[src/rtl/tvp_pkg.sv]
// ----------------------------------------------------------------------------
// tvp_pkg
// Widths, reset values, codes and the sequencer state type shared by the
// velocity profiler modules.
// ----------------------------------------------------------------------------
package tvp_pkg;

   // field widths (all unsigned Q formats unless noted)
   localparam int DIST_W      = 24;   // Q8.16
   localparam int SPEED_W     = 18;   // Q2.16
   localparam int DT_W        = 16;   // Q0.16
   localparam int ANG_W       = 19;   // signed Q2.16
   localparam int LOOK_W      = DIST_W + 1;
   localparam int RAMP_W      = 35;
   localparam int STEP_DN_W   = 21;
   localparam int SCHED_W     = 22;

   // bus widths
   localparam int REQ_TDATA_W = 8;
   localparam int RSP_TDATA_W = 40;
   localparam int CSR_ADDR_W  = 3;
   localparam int CSR_DATA_W  = 24;

   // serial multiplier: multiplicand x multiplier, one multiplier bit a cycle
   localparam int MUL_MC_W    = 25;
   localparam int MUL_MP_W    = 18;
   localparam int MUL_PR_W    = MUL_MC_W + MUL_MP_W;
   localparam int MUL_CNT_W   = $clog2(MUL_MP_W);

   // serial divider: one quotient bit a cycle
   localparam int DIV_NUM_W   = 36;
   localparam int DIV_DEN_W   = 19;
   localparam int DIV_CNT_W   = $clog2(DIV_NUM_W);

   // serial square root: one root bit a cycle
   localparam int SQRT_RAD_W  = 44;
   localparam int SQRT_ROOT_W = SQRT_RAD_W / 2;
   localparam int SQRT_REM_W  = SQRT_ROOT_W + 3;
   localparam int SQRT_CNT_W  = $clog2(SQRT_ROOT_W);

   // register reset values
   localparam logic [DIST_W-1:0]  SEG_LEN_RST   = 24'd327680;
   localparam logic [SPEED_W-1:0] SPD_LIM_RST   = 18'd65536;
   localparam logic [SPEED_W-1:0] ACC_LIM_RST   = 18'd65536;
   localparam logic [DT_W-1:0]    TIME_STEP_RST = 16'd6554;

   // step-down is 6/5 of a*dt; the /5 goes through the divider
   localparam logic [DIV_DEN_W-1:0] STEP_DN_DIVISOR = 19'd5;

   // register indexes
   localparam logic [CSR_ADDR_W-1:0] CSR_SEG_LEN   = 3'd0;
   localparam logic [CSR_ADDR_W-1:0] CSR_SPD_LIM   = 3'd1;
   localparam logic [CSR_ADDR_W-1:0] CSR_ACC_LIM   = 3'd2;
   localparam logic [CSR_ADDR_W-1:0] CSR_TIME_STEP = 3'd3;
   localparam logic [CSR_ADDR_W-1:0] CSR_MODE      = 3'd4;
   localparam logic [CSR_ADDR_W-1:0] CSR_TURN_DIR  = 3'd5;

   typedef enum logic [1:0] {
      PH_ACCEL  = 2'd0,
      PH_CRUISE = 2'd1,
      PH_DECEL  = 2'd2
   } phase_type;

   typedef enum logic [3:0] {
      ST_IDLE,
      ST_CHECK,
      ST_MUL_DIST,
      ST_MUL_LOOK,
      ST_MUL_VV,
      ST_DIV_RAMP,
      ST_ENDS,
      ST_MUL_ADT,
      ST_DIV_DOWN,
      ST_PHASE,
      ST_MUL_ROOT,
      ST_SQRT,
      ST_STEP,
      ST_OUT
   } state_type;

endpackage

[src/rtl/trapezoidal_velocity_profiler_top.sv]
// ----------------------------------------------------------------------------
// Trapezoidal velocity profiler - per word: five serial multiplies, two serial
// divides and a serial root plus control; cruise ticks skip one multiply and the
// root, and a finished segment skips all of them.
// One word in flight; the next is taken once the result sits in the output reg.
// Synchronous active-high reset: registers to defaults, motion state to zero.
// ----------------------------------------------------------------------------
module trapezoidal_velocity_profiler_top (
   input  logic                             clock,
   input  logic                             reset,
   // tick words
   input  logic                             req_tvalid,
   output logic                             req_tready,
   input  logic [tvp_pkg::REQ_TDATA_W-1:0]  req_tdata,   // [0] restart
   // speed commands
   output logic                             rsp_tvalid,
   input  logic                             rsp_tready,
   output logic [tvp_pkg::RSP_TDATA_W-1:0]  rsp_tdata,   // [17:0] linear_speed,
                                                         // [36:18] angular_speed
   output logic                             rsp_tlast,   // segment_done
   output logic [1:0]                       rsp_tuser,   // phase
   // register writes
   input  logic                             csr_we,
   input  logic [tvp_pkg::CSR_ADDR_W-1:0]   csr_addr,
   input  logic [tvp_pkg::CSR_DATA_W-1:0]   csr_wdata
);

   localparam int DW = tvp_pkg::DIST_W;
   localparam int SW = tvp_pkg::SPEED_W;
   localparam int TW = tvp_pkg::DT_W;
   localparam int AW = tvp_pkg::ANG_W;
   localparam int LW = tvp_pkg::LOOK_W;
   localparam int KW = tvp_pkg::SCHED_W;

   // ------------------------------------------------------------------------
   // Registers
   // ------------------------------------------------------------------------
   logic [DW-1:0] seg_len_ff, seg_len_in;
   logic [SW-1:0] spd_lim_ff, spd_lim_in;
   logic [SW-1:0] acc_lim_ff, acc_lim_in;
   logic [TW-1:0] t_step_ff, t_step_in;
   logic          mode_ff, mode_in;
   logic          turn_dir_ff, turn_dir_in;

   // motion state
   logic [DW-1:0] dist_ff, dist_in;
   logic [SW-1:0] spd_now_ff, spd_now_in;
   logic [SW-1:0] spd_prev_ff, spd_prev_in;

   // per-tick work registers
   tvp_pkg::state_type state_ff, state_in;
   tvp_pkg::phase_type phase_ff, phase_in;
   logic [LW-1:0]                 look_ff, look_in;      // look-ahead distance
   logic [tvp_pkg::RAMP_W-1:0]    ramp_ff, ramp_in;      // V^2 / 2a
   logic [DW-1:0]                 acc_end_ff, acc_end_in;
   logic [DW-1:0]                 cru_end_ff, cru_end_in;
   logic [SW-1:0]                 step_up_ff, step_up_in;
   logic [tvp_pkg::STEP_DN_W-1:0] step_dn_ff, step_dn_in;
   logic [KW-1:0]                 sched_ff, sched_in;

   // pending result, held until the output register is free
   logic [SW-1:0] pend_lin_ff, pend_lin_in;
   logic [AW-1:0] pend_ang_ff, pend_ang_in;
   logic          pend_done_ff, pend_done_in;

   // output register
   logic                            rsp_valid_ff, rsp_valid_in;
   logic [tvp_pkg::RSP_TDATA_W-1:0] rsp_data_ff, rsp_data_in;
   logic                            rsp_last_ff, rsp_last_in;
   logic [1:0]                      rsp_user_ff, rsp_user_in;

   // ------------------------------------------------------------------------
   // Shared serial units
   // ------------------------------------------------------------------------
   logic                             mul_start, mul_done;
   logic [tvp_pkg::MUL_MC_W-1:0]     mul_mcand;
   logic [tvp_pkg::MUL_MP_W-1:0]     mul_mplier;
   logic [tvp_pkg::MUL_PR_W-1:0]     mul_product;
   logic                             div_start, div_done;
   logic [tvp_pkg::DIV_NUM_W-1:0]    div_num, div_quot;
   logic [tvp_pkg::DIV_DEN_W-1:0]    div_den;
   logic                             sqrt_start, sqrt_done;
   logic [tvp_pkg::SQRT_RAD_W-1:0]   sqrt_rad;
   logic [tvp_pkg::SQRT_ROOT_W-1:0]  sqrt_root;

   tvp_mul u_mul (
      .clock   (clock),
      .reset   (reset),
      .start   (mul_start),
      .mcand   (mul_mcand),
      .mplier  (mul_mplier),
      .done    (mul_done),
      .product (mul_product)
   );

   tvp_div u_div (
      .clock (clock),
      .reset (reset),
      .start (div_start),
      .num   (div_num),
      .den   (div_den),
      .done  (div_done),
      .quot  (div_quot)
   );

   tvp_sqrt u_sqrt (
      .clock (clock),
      .reset (reset),
      .start (sqrt_start),
      .rad   (sqrt_rad),
      .done  (sqrt_done),
      .root  (sqrt_root)
   );

   // ------------------------------------------------------------------------
   // Datapath helpers
   // ------------------------------------------------------------------------
   logic [SW-1:0] acc_eff;          // zero acceleration acts as one LSB
   logic [DW:0]   dist_sum;         // distance plus trapezoid increment
   logic          short_seg;        // ramps overlap: no cruise phase
   logic [36:0]   six_adt;          // 6 * a * dt
   logic [KW-1:0] spd_w, up_w, dn_w, lim_w, cmd_w, sched_cmp;
   logic [SW-1:0] cmd;

   assign acc_eff   = (acc_lim_ff == '0) ? SW'(1) : acc_lim_ff;
   assign dist_sum  = {1'b0, dist_ff} + {7'b0, mul_product[34:17]};
   assign short_seg = ({ramp_ff, 1'b0} > {12'b0, seg_len_ff});
   assign six_adt   = {1'b0, mul_product[33:0], 2'b00} + {2'b00, mul_product[33:0], 1'b0};

   // speed command: slew toward the scheduled speed, then cap at the limit
   assign spd_w     = {4'b0, spd_now_ff};
   assign up_w      = spd_w + {4'b0, step_up_ff};
   assign dn_w      = {1'b0, step_dn_ff};
   assign lim_w     = {4'b0, spd_lim_ff};
   assign sched_cmp = sched_ff;

   always_comb begin
      if (spd_w < sched_cmp) begin
         cmd_w = (up_w > sched_cmp) ? sched_cmp : up_w;
      end else if (spd_w > sched_cmp) begin
         // a decrement that would undershoot (or wrap) lands on the schedule
         if ((spd_w >= dn_w) && ((spd_w - dn_w) > sched_cmp)) begin
            cmd_w = spd_w - dn_w;
         end else begin
            cmd_w = sched_cmp;
         end
      end else begin
         cmd_w = spd_w;
      end
      if (cmd_w > lim_w) begin
         cmd = spd_lim_ff;
      end else begin
         cmd = cmd_w[SW-1:0];
      end
   end

   // ------------------------------------------------------------------------
   // Sequencer
   // ------------------------------------------------------------------------
   always_comb begin
      state_in     = state_ff;
      phase_in     = phase_ff;
      seg_len_in   = seg_len_ff;
      spd_lim_in   = spd_lim_ff;
      acc_lim_in   = acc_lim_ff;
      t_step_in    = t_step_ff;
      mode_in      = mode_ff;
      turn_dir_in  = turn_dir_ff;
      dist_in      = dist_ff;
      spd_now_in   = spd_now_ff;
      spd_prev_in  = spd_prev_ff;
      look_in      = look_ff;
      ramp_in      = ramp_ff;
      acc_end_in   = acc_end_ff;
      cru_end_in   = cru_end_ff;
      step_up_in   = step_up_ff;
      step_dn_in   = step_dn_ff;
      sched_in     = sched_ff;
      pend_lin_in  = pend_lin_ff;
      pend_ang_in  = pend_ang_ff;
      pend_done_in = pend_done_ff;
      rsp_valid_in = rsp_valid_ff && !rsp_tready;
      rsp_data_in  = rsp_data_ff;
      rsp_last_in  = rsp_last_ff;
      rsp_user_in  = rsp_user_ff;
      req_tready   = 1'b0;
      mul_start    = 1'b0;
      mul_mcand    = '0;
      mul_mplier   = '0;
      div_start    = 1'b0;
      div_num      = '0;
      div_den      = '0;
      sqrt_start   = 1'b0;
      sqrt_rad     = '0;

      // register writes; the user must make them arrive only while idle, which the block leaves unchecked
      if (csr_we) begin
         unique case (csr_addr)
            tvp_pkg::CSR_SEG_LEN:   seg_len_in  = csr_wdata[DW-1:0];
            tvp_pkg::CSR_SPD_LIM:   spd_lim_in  = csr_wdata[SW-1:0];
            tvp_pkg::CSR_ACC_LIM:   acc_lim_in  = csr_wdata[SW-1:0];
            tvp_pkg::CSR_TIME_STEP: t_step_in   = csr_wdata[TW-1:0];
            tvp_pkg::CSR_MODE:      mode_in     = csr_wdata[0];
            tvp_pkg::CSR_TURN_DIR:  turn_dir_in = csr_wdata[0];
            default: ;
         endcase
      end

      unique case (state_ff)
         tvp_pkg::ST_IDLE: begin
            req_tready = 1'b1;
            if (req_tvalid) begin
               if (req_tdata[0]) begin
                  dist_in     = '0;
                  spd_now_in  = '0;
                  spd_prev_in = '0;
               end
               state_in = tvp_pkg::ST_CHECK;
            end
         end

         tvp_pkg::ST_CHECK: begin
            if (dist_ff >= seg_len_ff) begin
               // segment finished: state untouched, fixed result
               pend_lin_in  = '0;
               pend_ang_in  = '0;
               pend_done_in = 1'b1;
               phase_in     = tvp_pkg::PH_DECEL;
               state_in     = tvp_pkg::ST_OUT;
            end else begin
               // (prev + now) * dt for the trapezoid step
               mul_start  = 1'b1;
               mul_mcand  = {6'b0, {1'b0, spd_prev_ff} + {1'b0, spd_now_ff}};
               mul_mplier = {2'b0, t_step_ff};
               state_in   = tvp_pkg::ST_MUL_DIST;
            end
         end

         tvp_pkg::ST_MUL_DIST: begin
            if (mul_done) begin
               dist_in     = dist_sum[DW] ? '1 : dist_sum[DW-1:0];
               spd_prev_in = spd_now_ff;
               mul_start   = 1'b1;
               mul_mcand   = {7'b0, spd_now_ff};
               mul_mplier  = {2'b0, t_step_ff};
               state_in    = tvp_pkg::ST_MUL_LOOK;
            end
         end

         tvp_pkg::ST_MUL_LOOK: begin
            if (mul_done) begin
               look_in    = {1'b0, dist_ff} + {7'b0, mul_product[33:16]};
               mul_start  = 1'b1;
               mul_mcand  = {7'b0, spd_lim_ff};
               mul_mplier = spd_lim_ff;
               state_in   = tvp_pkg::ST_MUL_VV;
            end
         end

         tvp_pkg::ST_MUL_VV: begin
            if (mul_done) begin
               div_start = 1'b1;
               div_num   = mul_product[35:0];
               div_den   = {acc_eff, 1'b0};
               state_in  = tvp_pkg::ST_DIV_RAMP;
            end
         end

         tvp_pkg::ST_DIV_RAMP: begin
            if (div_done) begin
               ramp_in  = div_quot[tvp_pkg::RAMP_W-1:0];
               state_in = tvp_pkg::ST_ENDS;
            end
         end

         tvp_pkg::ST_ENDS: begin
            // ramp fits 24 bits whenever 2*ramp <= L
            if (short_seg) begin
               acc_end_in = {1'b0, seg_len_ff[DW-1:1]};
               cru_end_in = {1'b0, seg_len_ff[DW-1:1]};
            end else begin
               acc_end_in = ramp_ff[DW-1:0];
               cru_end_in = seg_len_ff - ramp_ff[DW-1:0];
            end
            mul_start  = 1'b1;
            mul_mcand  = {7'b0, acc_eff};
            mul_mplier = {2'b0, t_step_ff};
            state_in   = tvp_pkg::ST_MUL_ADT;
         end

         tvp_pkg::ST_MUL_ADT: begin
            if (mul_done) begin
               step_up_in = mul_product[33:16];
               // floor(6*a*dt / (5*2^16)) = floor(floor(6*a*dt / 2^16) / 5)
               div_start  = 1'b1;
               div_num    = {15'b0, six_adt[36:16]};
               div_den    = tvp_pkg::STEP_DN_DIVISOR;
               state_in   = tvp_pkg::ST_DIV_DOWN;
            end
         end

         tvp_pkg::ST_DIV_DOWN: begin
            if (div_done) begin
               step_dn_in = div_quot[tvp_pkg::STEP_DN_W-1:0];
               state_in   = tvp_pkg::ST_PHASE;
            end
         end

         tvp_pkg::ST_PHASE: begin
            if (look_ff < {1'b0, acc_end_ff}) begin
               phase_in   = tvp_pkg::PH_ACCEL;
               mul_start  = 1'b1;
               mul_mcand  = look_ff;
               mul_mplier = acc_eff;
               state_in   = tvp_pkg::ST_MUL_ROOT;
            end else if (look_ff < {1'b0, cru_end_ff}) begin
               phase_in = tvp_pkg::PH_CRUISE;
               sched_in = {4'b0, spd_lim_ff};
               state_in = tvp_pkg::ST_STEP;
            end else begin
               phase_in = tvp_pkg::PH_DECEL;
               if (look_ff >= {1'b0, seg_len_ff}) begin
                  sched_in = '0;
                  state_in = tvp_pkg::ST_STEP;
               end else begin
                  mul_start  = 1'b1;
                  mul_mcand  = {1'b0, seg_len_ff - look_ff[DW-1:0]};
                  mul_mplier = acc_eff;
                  state_in   = tvp_pkg::ST_MUL_ROOT;
               end
            end
         end

         tvp_pkg::ST_MUL_ROOT: begin
            if (mul_done) begin
               sqrt_start = 1'b1;
               sqrt_rad   = {mul_product, 1'b0};
               state_in   = tvp_pkg::ST_SQRT;
            end
         end

         tvp_pkg::ST_SQRT: begin
            if (sqrt_done) begin
               // accel schedule never drops below one speed step
               if ((phase_ff == tvp_pkg::PH_ACCEL) && (sqrt_root < {4'b0, step_up_ff})) begin
                  sched_in = {4'b0, step_up_ff};
               end else begin
                  sched_in = sqrt_root;
               end
               state_in = tvp_pkg::ST_STEP;
            end
         end

         tvp_pkg::ST_STEP: begin
            spd_now_in   = cmd;
            pend_lin_in  = mode_ff ? '0 : cmd;
            pend_ang_in  = !mode_ff ? '0 :
                           (turn_dir_ff ? (AW'(0) - {1'b0, cmd}) : {1'b0, cmd});
            pend_done_in = (dist_ff >= seg_len_ff);
            state_in     = tvp_pkg::ST_OUT;
         end

         tvp_pkg::ST_OUT: begin
            if (!rsp_valid_ff || rsp_tready) begin
               rsp_valid_in = 1'b1;
               rsp_data_in  = {3'b0, pend_ang_ff, pend_lin_ff};
               rsp_last_in  = pend_done_ff;
               rsp_user_in  = phase_ff;
               state_in     = tvp_pkg::ST_IDLE;
            end
         end

         default: state_in = tvp_pkg::ST_IDLE;
      endcase
   end

   always_ff @(posedge clock) begin
      if (reset) begin
         state_ff     <= tvp_pkg::ST_IDLE;
         seg_len_ff   <= tvp_pkg::SEG_LEN_RST;
         spd_lim_ff   <= tvp_pkg::SPD_LIM_RST;
         acc_lim_ff   <= tvp_pkg::ACC_LIM_RST;
         t_step_ff    <= tvp_pkg::TIME_STEP_RST;
         mode_ff      <= 1'b0;
         turn_dir_ff  <= 1'b0;
         dist_ff      <= '0;
         spd_now_ff   <= '0;
         spd_prev_ff  <= '0;
         rsp_valid_ff <= 1'b0;
      end else begin
         state_ff     <= state_in;
         seg_len_ff   <= seg_len_in;
         spd_lim_ff   <= spd_lim_in;
         acc_lim_ff   <= acc_lim_in;
         t_step_ff    <= t_step_in;
         mode_ff      <= mode_in;
         turn_dir_ff  <= turn_dir_in;
         dist_ff      <= dist_in;
         spd_now_ff   <= spd_now_in;
         spd_prev_ff  <= spd_prev_in;
         rsp_valid_ff <= rsp_valid_in;
      end
      phase_ff     <= phase_in;
      look_ff      <= look_in;
      ramp_ff      <= ramp_in;
      acc_end_ff   <= acc_end_in;
      cru_end_ff   <= cru_end_in;
      step_up_ff   <= step_up_in;
      step_dn_ff   <= step_dn_in;
      sched_ff     <= sched_in;
      pend_lin_ff  <= pend_lin_in;
      pend_ang_ff  <= pend_ang_in;
      pend_done_ff <= pend_done_in;
      rsp_data_ff  <= rsp_data_in;
      rsp_last_ff  <= rsp_last_in;
      rsp_user_ff  <= rsp_user_in;
   end

   assign rsp_tvalid = rsp_valid_ff;
   assign rsp_tdata  = rsp_data_ff;
   assign rsp_tlast  = rsp_last_ff;
   assign rsp_tuser  = rsp_user_ff;

endmodule

[src/rtl/tvp_mul.sv]
// ----------------------------------------------------------------------------
// tvp_mul
// Bit-serial shift-and-add multiplier, multiplier LSB first, one partial
// product per cycle. done pulses one cycle; product holds until next start.
// ----------------------------------------------------------------------------
module tvp_mul (
   input  logic                         clock,
   input  logic                         reset,
   input  logic                         start,
   input  logic [tvp_pkg::MUL_MC_W-1:0] mcand,
   input  logic [tvp_pkg::MUL_MP_W-1:0] mplier,
   output logic                         done,
   output logic [tvp_pkg::MUL_PR_W-1:0] product
);

   localparam int MC = tvp_pkg::MUL_MC_W;
   localparam int MP = tvp_pkg::MUL_MP_W;
   localparam int CW = tvp_pkg::MUL_CNT_W;

   logic          busy_ff, busy_in;
   logic          done_ff, done_in;
   logic [CW-1:0] cnt_ff, cnt_in;
   logic [MC-1:0] mc_ff, mc_in;
   logic [MC-1:0] hi_ff, hi_in;
   logic [MP-1:0] lo_ff, lo_in;
   logic [MC:0]   sum;

   always_comb begin
      busy_in = busy_ff;
      done_in = 1'b0;
      cnt_in  = cnt_ff;
      mc_in   = mc_ff;
      hi_in   = hi_ff;
      lo_in   = lo_ff;
      sum     = {1'b0, hi_ff} + (lo_ff[0] ? {1'b0, mc_ff} : '0);
      if (busy_ff) begin
         hi_in  = sum[MC:1];
         lo_in  = {sum[0], lo_ff[MP-1:1]};
         cnt_in = cnt_ff + CW'(1);
         if (cnt_ff == CW'(MP - 1)) begin
            busy_in = 1'b0;
            done_in = 1'b1;
         end
      end else if (start) begin
         busy_in = 1'b1;
         cnt_in  = '0;
         mc_in   = mcand;
         hi_in   = '0;
         lo_in   = mplier;
      end
   end

   always_ff @(posedge clock) begin
      if (reset) begin
         busy_ff <= 1'b0;
         done_ff <= 1'b0;
         cnt_ff  <= '0;
      end else begin
         busy_ff <= busy_in;
         done_ff <= done_in;
         cnt_ff  <= cnt_in;
      end
      mc_ff <= mc_in;
      hi_ff <= hi_in;
      lo_ff <= lo_in;
   end

   assign done    = done_ff;
   assign product = {hi_ff, lo_ff};

endmodule

[src/rtl/tvp_div.sv]
// ----------------------------------------------------------------------------
// tvp_div
// Restoring bit-serial divider, one quotient bit per cycle. The numerator
// register shifts out at the top and collects the quotient at the bottom.
// ----------------------------------------------------------------------------
module tvp_div (
   input  logic                          clock,
   input  logic                          reset,
   input  logic                          start,
   input  logic [tvp_pkg::DIV_NUM_W-1:0] num,
   input  logic [tvp_pkg::DIV_DEN_W-1:0] den,
   output logic                          done,
   output logic [tvp_pkg::DIV_NUM_W-1:0] quot
);

   localparam int NW = tvp_pkg::DIV_NUM_W;
   localparam int DW = tvp_pkg::DIV_DEN_W;
   localparam int CW = tvp_pkg::DIV_CNT_W;

   logic          busy_ff, busy_in;
   logic          done_ff, done_in;
   logic [CW-1:0] cnt_ff, cnt_in;
   logic [NW-1:0] q_ff, q_in;
   logic [DW-1:0] rem_ff, rem_in;
   logic [DW-1:0] den_ff, den_in;
   logic [DW:0]   trial;
   logic [DW:0]   diff;
   logic          ge;

   always_comb begin
      busy_in = busy_ff;
      done_in = 1'b0;
      cnt_in  = cnt_ff;
      q_in    = q_ff;
      rem_in  = rem_ff;
      den_in  = den_ff;
      trial   = {rem_ff, q_ff[NW-1]};
      diff    = trial - {1'b0, den_ff};
      ge      = (trial >= {1'b0, den_ff});
      if (busy_ff) begin
         rem_in = ge ? diff[DW-1:0] : trial[DW-1:0];
         q_in   = {q_ff[NW-2:0], ge};
         cnt_in = cnt_ff + CW'(1);
         if (cnt_ff == CW'(NW - 1)) begin
            busy_in = 1'b0;
            done_in = 1'b1;
         end
      end else if (start) begin
         busy_in = 1'b1;
         cnt_in  = '0;
         q_in    = num;
         rem_in  = '0;
         den_in  = den;
      end
   end

   always_ff @(posedge clock) begin
      if (reset) begin
         busy_ff <= 1'b0;
         done_ff <= 1'b0;
         cnt_ff  <= '0;
      end else begin
         busy_ff <= busy_in;
         done_ff <= done_in;
         cnt_ff  <= cnt_in;
      end
      q_ff   <= q_in;
      rem_ff <= rem_in;
      den_ff <= den_in;
   end

   assign done = done_ff;
   assign quot = q_ff;

endmodule

[src/rtl/tvp_sqrt.sv]
// ----------------------------------------------------------------------------
// tvp_sqrt
// Digit-by-digit integer square root (floor), two radicand bits in and one
// root bit out per cycle.
// ----------------------------------------------------------------------------
module tvp_sqrt (
   input  logic                            clock,
   input  logic                            reset,
   input  logic                            start,
   input  logic [tvp_pkg::SQRT_RAD_W-1:0]  rad,
   output logic                            done,
   output logic [tvp_pkg::SQRT_ROOT_W-1:0] root
);

   localparam int RW = tvp_pkg::SQRT_RAD_W;
   localparam int OW = tvp_pkg::SQRT_ROOT_W;
   localparam int MW = tvp_pkg::SQRT_REM_W;
   localparam int CW = tvp_pkg::SQRT_CNT_W;

   logic          busy_ff, busy_in;
   logic          done_ff, done_in;
   logic [CW-1:0] cnt_ff, cnt_in;
   logic [RW-1:0] rad_ff, rad_in;
   logic [MW-1:0] rem_ff, rem_in;
   logic [OW-1:0] root_ff, root_in;
   logic [MW-1:0] cur;
   logic [MW-1:0] trial;
   logic          ge;

   always_comb begin
      busy_in = busy_ff;
      done_in = 1'b0;
      cnt_in  = cnt_ff;
      rad_in  = rad_ff;
      rem_in  = rem_ff;
      root_in = root_ff;
      cur     = {rem_ff[MW-3:0], rad_ff[RW-1:RW-2]};
      trial   = {1'b0, root_ff, 2'b01};
      ge      = (cur >= trial);
      if (busy_ff) begin
         rem_in  = ge ? (cur - trial) : cur;
         root_in = {root_ff[OW-2:0], ge};
         rad_in  = {rad_ff[RW-3:0], 2'b00};
         cnt_in  = cnt_ff + CW'(1);
         if (cnt_ff == CW'(OW - 1)) begin
            busy_in = 1'b0;
            done_in = 1'b1;
         end
      end else if (start) begin
         busy_in = 1'b1;
         cnt_in  = '0;
         rad_in  = rad;
         rem_in  = '0;
         root_in = '0;
      end
   end

   always_ff @(posedge clock) begin
      if (reset) begin
         busy_ff <= 1'b0;
         done_ff <= 1'b0;
         cnt_ff  <= '0;
      end else begin
         busy_ff <= busy_in;
         done_ff <= done_in;
         cnt_ff  <= cnt_in;
      end
      rad_ff  <= rad_in;
      rem_ff  <= rem_in;
      root_ff <= root_in;
   end

   assign done = done_ff;
   assign root = root_ff;

endmodule

[config.mk]
export PLATFORM = sky130hd
export DESIGN_NAME = trapezoidal_velocity_profiler_top
export DESIGN_NICKNAME = d
export VERILOG_FILES = /design/src/rtl/tvp_pkg.sv /design/src/rtl/trapezoidal_velocity_profiler_top.sv /design/src/rtl/tvp_mul.sv /design/src/rtl/tvp_div.sv /design/src/rtl/tvp_sqrt.sv
export SDC_FILE = /design/constraint.sdc
export NUM_CORES = 2
export LEC_CHECK = 0
export ABC_AREA = 1
export BUFFER_PORTS_ARGS = -buffer_cell sky130_fd_sc_hd__buf_2
export CORE_UTILIZATION = 50
export CTS_CLUSTER_DIAMETER = 120
export DETAILED_ROUTE_END_ITERATION = 7
export PLACE_DENSITY = 0.74
export SETUP_SLACK_MARGIN = 0.02
export SLEW_MARGIN = 20
export SYNTH_ARGS = -nofsm -noshare
export SYNTH_HDL_FRONTEND = slang
export SYNTH_HIERARCHICAL = 1
export SYNTH_SLANG_ARGS = --single-unit
[constraint.sdc]
create_clock -name clock -period 8.4 [get_ports clock]
set_input_delay 0.42 -clock clock [delete_from_list [all_inputs] [get_ports clock]]
set_output_delay 0.42 -clock clock [all_outputs]
set_load 0.02 [all_outputs]
Word level (Yosys, flattened, before mapping)
Index checks and enable logic that the tools add are counted.

storage, ports and cells
  word-level logic and storage cells = 275
  register bits after elaboration = 645
  output and inout bits = 45
  bits of input ports = 40

cells by class
  reductions and logical operators = 42
  multiplexer cells = 120
  add/subtract/negate cells = 15
  bitwise operators = 3
  equal/unequal tests = 35
  $lt $le $gt $ge = 14

operator list
  cell              number
  $mux 18           15
  $mux 22           11
  $mux 44           4
  $mux 19           8
  $mux 24           6
  $pmux 25 s5       1
  $mux 23           5
  $mux 36           3
  $pmux 18 s2       3
  $mux 25           4
  $pmux 18 s5       1
  $pmux 19 s2       2
  $pmux 36 s2       1
  $pmux 4 s14       1
  $add 24x18->25    2
  $ge 25x24->1      2
  $lt 25x24->1      2
  $pmux 24 s2       1
  $sub 24x24->24    2
  $mux 4            11
  $pmux 22 s2       1
  $add 18x18->19    2
  $add 36x35->37    1
  $gt 36x24->1      1
  52 further kinds  139

Longest topological paths before layout
  depth in word-level cells = 12
  depth in mapped cells = 53

Hierarchy
The synthesis kept the hierarchy.

by module, submodules not included
  module                             area an instance (µm²)  cells an instance  instances
  trapezoidal_velocity_profiler_top  30,366.6                3,982              1
  tvp_sqrt                           6,013.3                 782                1
  tvp_mul                            4,695.8                 631                1
  tvp_div                            4,629.4                 558                1

Worst setup path after synthesis
Ideal clock, no wire load.

  path kind = reg-to-reg
  start point = reg spd_now_ff[0]
  end point = reg pend_ang_ff[12] (data pin)
  buffers on the path = 1
  clock period less this slack = 5.917 ns
  data required time = 8.145 ns
  cell stages (with the launch flop) = 49
  library setup time = 0.255 ns
  arrival = 5.662 ns
  slack = 2.483 ns
  cells stage by stage = dfxtp_1 -> inv_1 -> ha_1 -> inv_1 -> fa_1 -> nand2_1 -> nand2_1 -> and2_1 -> a21oi_1 -> o21bai_1 -> a22oi_1 -> xor2_1 -> inv_1 -> ha_1 -> nand2_1 -> nor2_2 -> nand2_1 -> or3_4 -> (+13 left out) -> nand2_1 -> nand3_1 -> nand2_1 -> nand2_1 -> nand2_1 -> nand3_1 -> nor2_4 -> buf_6 -> nand3_1 -> nand2_2 -> inv_1 -> ha_1 -> nand3_1 -> nor2_4 -> nand2_1 -> nand2_2 -> a21oi_1 -> nor2_1

on the way
  cells in the longest elaborated chain, start to end = 12
  elaborated cells between the ends (all ways) = 18
  classes of those cells = add/sub (3); order compare (6); mux (8); reduce/logical (1)

RTL lines
  what                    RTL line                                                                            RTL
  from (decl)             trapezoidal_velocity_profiler_top.sv:47                                             logic [SW-1:0] spd_now_ff, spd_now_in;
  from (signal assigned)  trapezoidal_velocity_profiler_top.sv:399                                            spd_now_ff <= spd_now_in;
  $sub 18x21->22          trapezoidal_velocity_profiler_top.sv:142, trapezoidal_velocity_profiler_top.sv:143
  $gt 22x22->1            trapezoidal_velocity_profiler_top.sv:142                                            if ((spd_w >= dn_w) && ((spd_w - dn_w) > sched_cmp)) begin
  $logic_and 1x1->1       trapezoidal_velocity_profiler_top.sv:142
  $mux 22                 trapezoidal_velocity_profiler_top.sv:142
  $mux 22                 trapezoidal_velocity_profiler_top.sv:140                                            end else if (spd_w > sched_cmp) begin
  $mux 22 *               trapezoidal_velocity_profiler_top.sv:138                                            if (spd_w < sched_cmp) begin
  $gt 22x18->1            trapezoidal_velocity_profiler_top.sv:150                                            if (cmd_w > lim_w) begin
  $mux 18 *               trapezoidal_velocity_profiler_top.sv:150
  $sub 1x18->19           trapezoidal_velocity_profiler_top.sv:358                                            (turn_dir_ff ? (AW'(0) - {1'b0, cmd}) : {1'b0, cmd});
  $mux 19 *               trapezoidal_velocity_profiler_top.sv:358
  $mux 19 *               trapezoidal_velocity_profiler_top.sv:357                                            pend_ang_in = !mode_ff ? '0 :
  $pmux 19 s2 *           trapezoidal_velocity_profiler_top.sv:209                                            unique case (state_ff)
  to (signal assigned)    trapezoidal_velocity_profiler_top.sv:412                                            pend_ang_ff <= pend_ang_in;
  to (decl)               trapezoidal_velocity_profiler_top.sv:63                                             logic [AW-1:0] pend_ang_ff, pend_ang_in;

Every way passes the cells marked *; elsewhere a longest branch is shown, timed or not.
A chain may end at the register's enable or synchronous reset.

Worst setup path in the final report
  start point = reg spd_now_ff[1]
  end point = reg pend_ang_ff[12] (data pin)

Same word-level chain as after synthesis.

==> run metrics <==
worst vdd ir=0.000157 V; fraction of registers with async set or reset after synthesis=0%; all-layer global routing usage=31.9%; Hold Buf Count CTS=1; RSZ-0062 raised after global routing=no; aggregate global routing overflow=0; number of fill cells=8462; chip width=304 µm; total wire length after detailed routing=150 mm; simple-gate area share of the yosys netlist=24.0%; EDFF count, synth=478; clock tree skew after final layout=34.0 ps; Num Clock Sinks=645; main combinational cell family by area after synthesis=simple AND/OR/NAND/NOR gates; top_reg_cell synth=sky130_fd_sc_hd__edfxtp_1; DR DRC count=0; relative area change from synthesis to final layout=9.44%; vias post-DR=41.1k; register area share after synthesis=38.7%; post-synthesis compound-gate area fraction=13.0%; top cells by area in the synthesized netlist=sky130_fd_sc_hd__edfxtp_1 (31%), sky130_fd_sc_hd__nand2_1 (13%), sky130_fd_sc_hd__ha_1 (12%); kind of start point of the critical path=flip-flop; Core ar.=90300 µm²; worst setup slack after layout=918 ps; overall power consumption=10200 µW; Achievable Freq=0.134 GHz; Crit Path Category=reg -> reg; clock tree root buffer cell=sky130_fd_sc_hd__clkbuf_16; Synth top area share=31.4%; commonest non-fill, non-tap cell in the layout=sky130_fd_sc_hd__nand2_1; clk slew on worst S/H paths=60 ps; worst path required time=8820 ps; CTS max path bufs=3; Distinct cells, synth=71; final hold slack=49.6 ps; number of gates given a new drive strength after cts=0; Crit path top cell by count=sky130_fd_sc_hd__nand2_1; Tcrit/Tclk final=89.1%; Max Slew Vio Count=0; gpl congestion=1.01; drt first-iter violations=4745; final HPWL from detailed placement=116 mm; Slowest Stage Delay on Critical Path=590 ps; die outline area=92600 µm²; hold-critical path endpoint=u_sqrt/busy_ff; worst setup slack before clock tree synthesis=1030 ps; critical-path maximum fanout=15; Slowest-stage cell, CP=sky130_fd_sc_hd__dfxtp_1; adder-cell share of the synthesized area=12.8%; vias in the first global route=37.8k; clock buffer count from CTS=75; critical register-to-register path endpoint=pend_ang_ff[12]; count of final hold-check violations=0; commonest cells after routing, fill and taps aside=sky130_fd_sc_hd__nand2_1 (1539), sky130_fd_sc_hd__inv_1 (870), sky130_fd_sc_hd__a21oi_1 (499); cell count after placement=7109; mean cell area of the mapped netlist=7.68 µm²; post-layout instance count excluding filler cells=7250; hold-critical path depth=2; power density cells=204 nW/µm²; number of storage elements in the synthesis netlist=645; ratio of routed vias to standard cells=5.67; area share of xor/xnor cells in the synthesized design=2.53%; number of buffers inserted to repair setup after CTS=0; worst slew margin relative to its limit=29.6%; Die Y-Extent=304 µm; number of top-level pins=85; maximum number of pins on one net before global-route repair=92; antenna violations before repair=7; Tightest Pin Transition=1060 ps; number of endpoints failing setup at the final stage=0; setup slack of the most critical reg-to-reg path=920 ps; clock tree from TritonCTS=done; data arrival time of the worst path=7900 ps; biggest area consumer among synthesized cells=sky130_fd_sc_hd__edfxtp_1; leak pwr=0.0237 µW; area of the mapped netlist=45700 µm²; average wire per cell in the routed design=20.7 µm; number of instances in the synthesized netlist=5953; worst hold path type=in -> reg; depth of the CTS H-tree=3; multiplexer fraction of the synthesized cell area=0%; first-pass GRT wire length=226 mm; worst hold start=reset; number of cells on the worst reg-to-reg path=42; count of antenna-violating nets left after detailed routing=0; number of placement rows=110; input/output buffers=74; Total Negative Setup Slacks=0 ps; number of diodes added for antenna fixing=0; Crit Reg-Reg Startpoint=spd_now_ff[1]; Worst Setup End Kind=flip-flop; total iterations of the first detailed-routing run=6; Yosys warning count=6; result of the run=completed; Min Clock Period, post-route=7480 ps; initial core utilization=50.6%; total number of nets in the final design=6514; share of post-route cells with drive strength above 1=6.75%; Clk Latency, worst-skew pair=670 ps; number of maximum-capacitance violations=0
## cells by family after synthesis
group,Yosys count
adders and majority gates,463
xor gates and xnor gates,132
other,1
DFF,645
AOI/OAI and AO/OA,1066
buffers and inverters,1049
and+or+nand+nor,2597
## synthesized netlist by cell type (23+ instances only)
cell type	instances
sky130_fd_sc_hd__a21oi_1	502
sky130_fd_sc_hd__clkbuf_1	106
sky130_fd_sc_hd__dfxtp_1	167
sky130_fd_sc_hd__edfxtp_1	478
sky130_fd_sc_hd__ha_1	454
sky130_fd_sc_hd__inv_1	875
sky130_fd_sc_hd__nand2_1	1539
sky130_fd_sc_hd__nand2_2	38
sky130_fd_sc_hd__nand3_1	274
sky130_fd_sc_hd__nand3b_1	25
sky130_fd_sc_hd__nand4_1	53
sky130_fd_sc_hd__nor2_1	497
sky130_fd_sc_hd__nor2_2	29
sky130_fd_sc_hd__nor3_1	48
sky130_fd_sc_hd__o211ai_1	37
sky130_fd_sc_hd__o21ai_0	316
sky130_fd_sc_hd__o31ai_1	26
sky130_fd_sc_hd__or2_2	23
sky130_fd_sc_hd__xnor2_1	37
sky130_fd_sc_hd__xor2_1	95
## where the power goes
group,leakage [µW],internal [µW],switching [µW]
Clock,0.00130,2100,1450
Sequential,0.00590,3680,361
Combinational,0.0165,798,1820
## critical path, delay by kind of cell (launching register included)
family | cells | cell delay (ps)
AO/OA/AOI/OAI | 6 | 1350
adder cells (fa/ha/maj) | 4 | 1300
buffers and inverters | 4 | 350
flip-flops | 1 | 590
XOR/XNOR | 1 | 290
AND/OR/NAND/NOR | 27 | 3320
## per-stage QoR
stage	instance area [µm²]	util, %
2_1_floorplan	45700	-
3_3_place_gp	47300	52.4
3_5_place_dp	47300	52.4
4_1_cts	50000	55.4
5_1_grt	50000	55.4
6_report	50000	55.4
## worst max-delay path by stage
stage                   from               to  slack [ps]  depth (start not counted)
2_1_floorplan  spd_now_ff[0]  pend_ang_ff[12]        2480                         48
3_3_place_gp   spd_now_ff[1]  pend_ang_ff[12]        1050                         45
3_5_place_dp   spd_now_ff[1]  pend_ang_ff[12]        1030                         47
4_1_cts        spd_now_ff[1]  pend_ang_ff[12]        1020                         43
5_1_grt        spd_now_ff[6]  pend_ang_ff[12]         360                         51
6_report       spd_now_ff[1]  pend_ang_ff[12]         920                         42
## registers in the layout (all words and copies together), names as in the netlist, 19 cells and up
signal,cells
u_sqrt/rad_ff,44
rsp_tdata,37
u_div/quot,36
ramp_ff,35
look_ff,25
u_mul/hi_ff,25
u_mul/mc_ff,25
acc_end_ff,24
cru_end_ff,24
dist_ff,24
seg_len_ff,24
u_sqrt/rem_ff,23
sched_cmp,22
u_sqrt/root,22
step_dn_ff,21
pend_ang_ff,19
u_div/den_ff,19
u_div/rem_ff,19
## layer usage
layer	part of all wire, %	vias up	track usage, %
li1	-	19843	-
met3	8.9	320	5.01
met2	44	1828	50.0
met5	0.019	-	0
met1	42	19146	43.7
met4	4.8	6	13.7
## layout make-up
cell class	count	area (µm²)	share of cell area [%]
Sequential cell	645	17700	35.4
Timing Repair Buffer	124	751	1.50
Inverter	901	3390	6.77
Tap cell	1176	1470	2.94
Multi-Input combinational cell	4264	24000	48.1
Clock inverter	41	531	1.06
Clock buffer	99	2140	4.28
No activity file was read; power rests on OpenSTA's default activity.
